`src/rhcc_div_step.sv`:
```
// One restoring-division step: shift in a numerator bit, compare, subtract.
module rhcc_div_step #(
   parameter int DW = 19
) (
   input  logic [DW-1:0] rem,
   input  logic          nbit,
   input  logic [DW-1:0] divisor,
   output logic [DW-1:0] rem_out,
   output logic          qbit
);
   logic [DW:0] trial;
   logic [DW:0] diff;

   // Subtract the divisor when the shifted remainder covers it
   assign trial   = {rem, nbit};
   assign diff    = trial - {1'b0, divisor};
   assign qbit    = (trial >= {1'b0, divisor});
   assign rem_out = qbit ? diff[DW-1:0] : trial[DW-1:0];
endmodule

```
`config.mk`:
```
export PLATFORM = sky130hd
export DESIGN_NAME = rhcc_div_step
export DESIGN_NICKNAME = d
export VERILOG_FILES = /design/src/rhcc_div_step.sv
export SDC_FILE = /design/constraint.sdc
export NUM_CORES = 1
export LEC_CHECK = 0
export BUFFER_PORTS_ARGS = -buffer_cell sky130_fd_sc_hd__buf_4
export CAP_MARGIN = 10
export CORE_ASPECT_RATIO = 1.25
export CORE_MARGIN = 2
export CORE_UTILIZATION = 54
export DETAILED_ROUTE_END_ITERATION = 16
export PLACE_DENSITY_LB_ADDON = 0.12
export SYNTH_ARGS = -nofsm -noshare
export SYNTH_HDL_FRONTEND = slang
export SYNTH_SLANG_ARGS = --single-unit
export TNS_END_PERCENT = 100
```
`constraint.sdc`:
```
create_clock -name vclk -period 5.47
set_input_delay 0 -clock vclk [all_inputs]
set_output_delay 0 -clock vclk [all_outputs]
set_load 0.01 [all_outputs]
```
## After elaboration in Yosys (flattened, before gate mapping)

Cells that the tools add are included.
Widths: inputs -> output; s select.

| word-level totals | value |
|---|---|
| output and inout bits | 20 |
| register bits | 0 |
| input port bits | 39 |
| ROM bits | 0 |
| bits in latches | 0 |
| memories | 0 |
| memory bits (writable) | 0 |
| word-level logic and storage cells | 3 |

| cells by class | value |
|---|---|
| div/mod/pow operators | 0 |
| reduce and logical (&&, ||, !) cells | 0 |
| muxes and demuxes | 1 |
| bitwise logic cells | 0 |
| $mul | 0 |
| equal/unequal tests | 0 |
| add/sub/neg operators | 1 |
| shift operators | 0 |
| $lt $le $gt $ge | 1 |

Operators by type and width:

| operator | count |
|---|---|
| $ge 20x19->1 | 1 |
| $mux 19 | 1 |
| $sub 19x19->19 | 1 |

## Longest topological paths before layout

| logic depth | value |
|---|---|
| word-level depth | 2 |
| mapped depth | 11 |
| depth with buffers taken out | 11 |

## Least setup slack after synthesis

OpenSTA, ideal clock, no wires.

| timing | value |
|---|---|
| path type | in2out |
| from | input nbit |
| to | output rem_out[15] |
| cell stages on the path | 11 |
| path buffers | 0 |
| path slack | 3508 ps |
| arrival time | 1962 ps |
| data required time | 5470 ps |
| path through | inv_1 > ha_1 > fa_1 > and2b_1 > o2111ai_2 > a21oi_2 > o21bai_2 > a31o_4 > inv_4 > nand2_1 > o31ai_1 |

| on the way | value |
|---|---|
| longest elaborated chain between the ends | 2 |
| elaborated cells between the ends (all ways) | 3 |
| classes of those cells | add/sub (1); order compare (1); mux (1) |

Ends and longest elaborated chain:

| what | line | source |
|---|---|---|
| from (decl) | 6 | `input logic nbit,` |
| $ge 20x19->1 | 17 | `assign qbit = (trial >= {1'b0, divisor});` |
| named net qbit | 9 | `output logic qbit` |
| $mux 19 | 18 | `assign rem_out = qbit ? diff[DW-1:0] : trial[DW-1:0];` |
| to (decl) | 8 | `output logic [DW-1:0] rem_out,` |

The timed path passes the listed nets, and every way through them passes these cells.

## Worst setup path after layout

| timing | value |
|---|---|
| from | input nbit |
| to | output rem_out[7] |

| on the way | value |
|---|---|
| longest elaborated chain between the ends | 2 |
| elaborated cells between the ends (all ways) | 3 |
| classes of those cells | add/sub (1); order compare (1); mux (1) |

Ends and longest elaborated chain:

| what | line |
|---|---|
| $sub 19x19->19 or $ge 20x19->1 (tied branches) | 16, 17 |
| $mux 19 (*) | 18 |

Mark *: on every way between the ends. The rest lies on a longest branch, timed or not.

==> flow_metrics.py <==
metrics = {
    "placed_design": {
        "dp.cells": 269,
        "dp_slack_ns": 3.088,
        "placed_area_um2": 1680,
        "dp_hpwl_um": 2704,
        "gp_congestion": 0.8520,
        "port_buffers": 59,
    },
    "global_routing": {
        "grt_pass1_vias": 1388,
        "overflow": 0,
        "antenna_found_initial": 0,
        "grt_use_total_pct": 25.08,
        "grt_pass1_wl_um": 5395,
        "grt_max_degree": 35,
    },
    "worst_setup_path": {
        "worst-path-buf-inv": 4,
        "worst_ep_arrival_time_ns": 2.41,
        "cp-start-kind": "input pin",
        "crit_type": "input pin to output port",
        "path_cells": "buf_4 -> inv_1 -> ha_1 -> fa_1 -> and2b_1 -> o2111ai_2 -> a21oi_2 -> o21bai_2 -> a31o_4 -> inv_4 -> mux2_2 -> buf_4",
        "cp-end-kind": "output port",
        "worstSetupStartpoint": "nbit",
        "cp_top_family": "compound AO/OA/AOI/OAI gates",
        "crit_path_max_incr_delay_ns": 0.40,
        "worstPathRequired_ns": 5.47,
        "crit_top_cell": "buf_4",
        "slowest_stage": "fa_1",
        "worstPathMaxFanout": 34,
    },
    "finish": {
        "final_cells": 269,
        "fin_nets": 299,
        "multi_input_area_um2": 1114,
        "area_delta_synth_final_pct": 34.03,
        "antenna_cells": 0,
        "design.seq.count": 0,
        "clock_buffers": 0,
        "fin_util_pct": 76.00,
        "drive_above_1_share_pct": 31.09,
        "fillers": 191,
        "layout_common_cells": "59 x buf_4, 35 x nand2_1, 21 x inv_1, 19 x ha_1, 15 x o21ai_0",
        "final_common_cell": "buf_4",
        "stdcell_area_um2": 1680,
        "seq_area_um2": 0,
    },
    "timing": {
        "fin_crit_sh_pct": 44.10,
        "period_needed_ns": 2.412,
        "worstMarginPinSlew_ns": 0.3930,
        "slew_viol_final": 0,
        "max_freq_ghz": 0.4146,
        "finalHoldViolations": 0,
        "grt_setup_unrepaired": "no",
        "setup_viol": 0,
        "worst_hold_slack_ns": 0.2947,
        "relSlewSlack_pct": 73.58,
        "setup_tns_ns": 0,
        "layout_setup_ws_ns": 3.058,
    },
    "yosys": {
        "syn-instance-count": 189,
        "syn_area_per_cell_um2": 6.633,
        "ys_seq_area_share_pct": 0,
        "synth_area_leaders": "ha_1 19%, nand2_1 10%, xnor2_1 7.0%",
        "yosys.area.top_type_share_pct": 18.96,
        "syn_area_um2": 1254,
        "synth_top_area_cell": "ha_1",
        "synth_cell_types": 43,
        "synth-warning-count": 0,
        "syn-num-nets": 248,
    },
    "pwr": {
        "fin_total_pwr_mw": 0.2526,
        "leakagePower_nw": 0.8886,
        "power.density_nw_per_um2": 150.3,
        "ir_drop_mv": 0.1052,
    },
    "run_status": {
        "status": "complete, no violations",
    },
    "floorplan": {
        "die_h_um": 57.87,
        "start_util_pct": 56.71,
        "core_um2": 2211,
        "die_w_um": 47.10,
        "row_count": 19,
        "dieArea_um2": 2725,
        "top_level_ports": 59,
    },
    "clocking": {
        "post_cts_buffers": 0,
        "cts_resized": 0,
        "holdBufCountCts": 0,
    },
    "detailed_routing": {
        "ant_nets": 0,
        "post_drt_via_cell_ratio": 5.487,
        "vias": 1476,
        "drt_iter0_drc": 23,
        "routedWlPerCell_um": 11.87,
        "drt-total-wl_um": 3194,
        "drc_errors": 0,
        "dr.pass1.iters": 4,
    },
    "flow_run": {
        "max-cap-violations": 0,
    },
    "worst_hold_path": {
        "worst_hold_startpoint": "rem[4]",
        "worstHoldPathType": "input pin to output port",
        "worstHoldPathCells": 4,
        "hold_path_end": "rem_out[5]",
    },
}
## synthesized netlist by cell type, types with 3 or more instances
cell type  number
nand2_1        35
inv_1          21
ha_1           19
o21ai_0        15
a21oi_1        10
xnor2_1        10
a21o_1          7
buf_2           7
nor2_1          7
nand4_1         5
o21ai_1         5
xor2_1          5
nand3_1         4
a21oi_2         3
## cell type report
| type | instances | share of cell area (%) |
|---|---|---|
| inverter | 22 | 5.063 |
| timing repair buffer | 59 | 26.36 |
| tap | 31 | 2.308 |
| multi-input combinational | 157 | 66.27 |
## worst max path at each step
stage	cells after the start	to	slack [ns]
3_5_place_dp	12	rem_out[7]	3.09
3_3_place_gp	12	rem_out[7]	3.14
5_1_grt	12	rem_out[7]	2.93
4_1_cts	12	rem_out[7]	3.08
2_1_floorplan	11	rem_out[15]	3.51
6_report	12	rem_out[7]	3.06
## cells by family after synthesis
family / Yosys count / synth area share, %
XOR/XNOR: 15 / 10.48
multiplexers: 3 / 2.994
adder cells (fa/ha/maj): 20 / 20.56
buffers and inverters: 32 / 11.18
AND/OR/NAND/NOR: 60 / 21.36
AO/OA/AOI/OAI: 59 / 33.43
## power breakdown
group	switching, mW	internal [mW]
logic	0.128	0.125
registers	0	0
clock network	0	0
## routing by layer
metal  vias to the layer above  GRT usage, %  routed length [um]
li1                        757             -                   -
met1                       660         24.72                1174
met2                        51         52.05                1832
met3                         8        0.9346                 125
met4                         0         6.349                  61
met5                         -             0                   0
No activity file was read; power rests on OpenSTA's default activity.
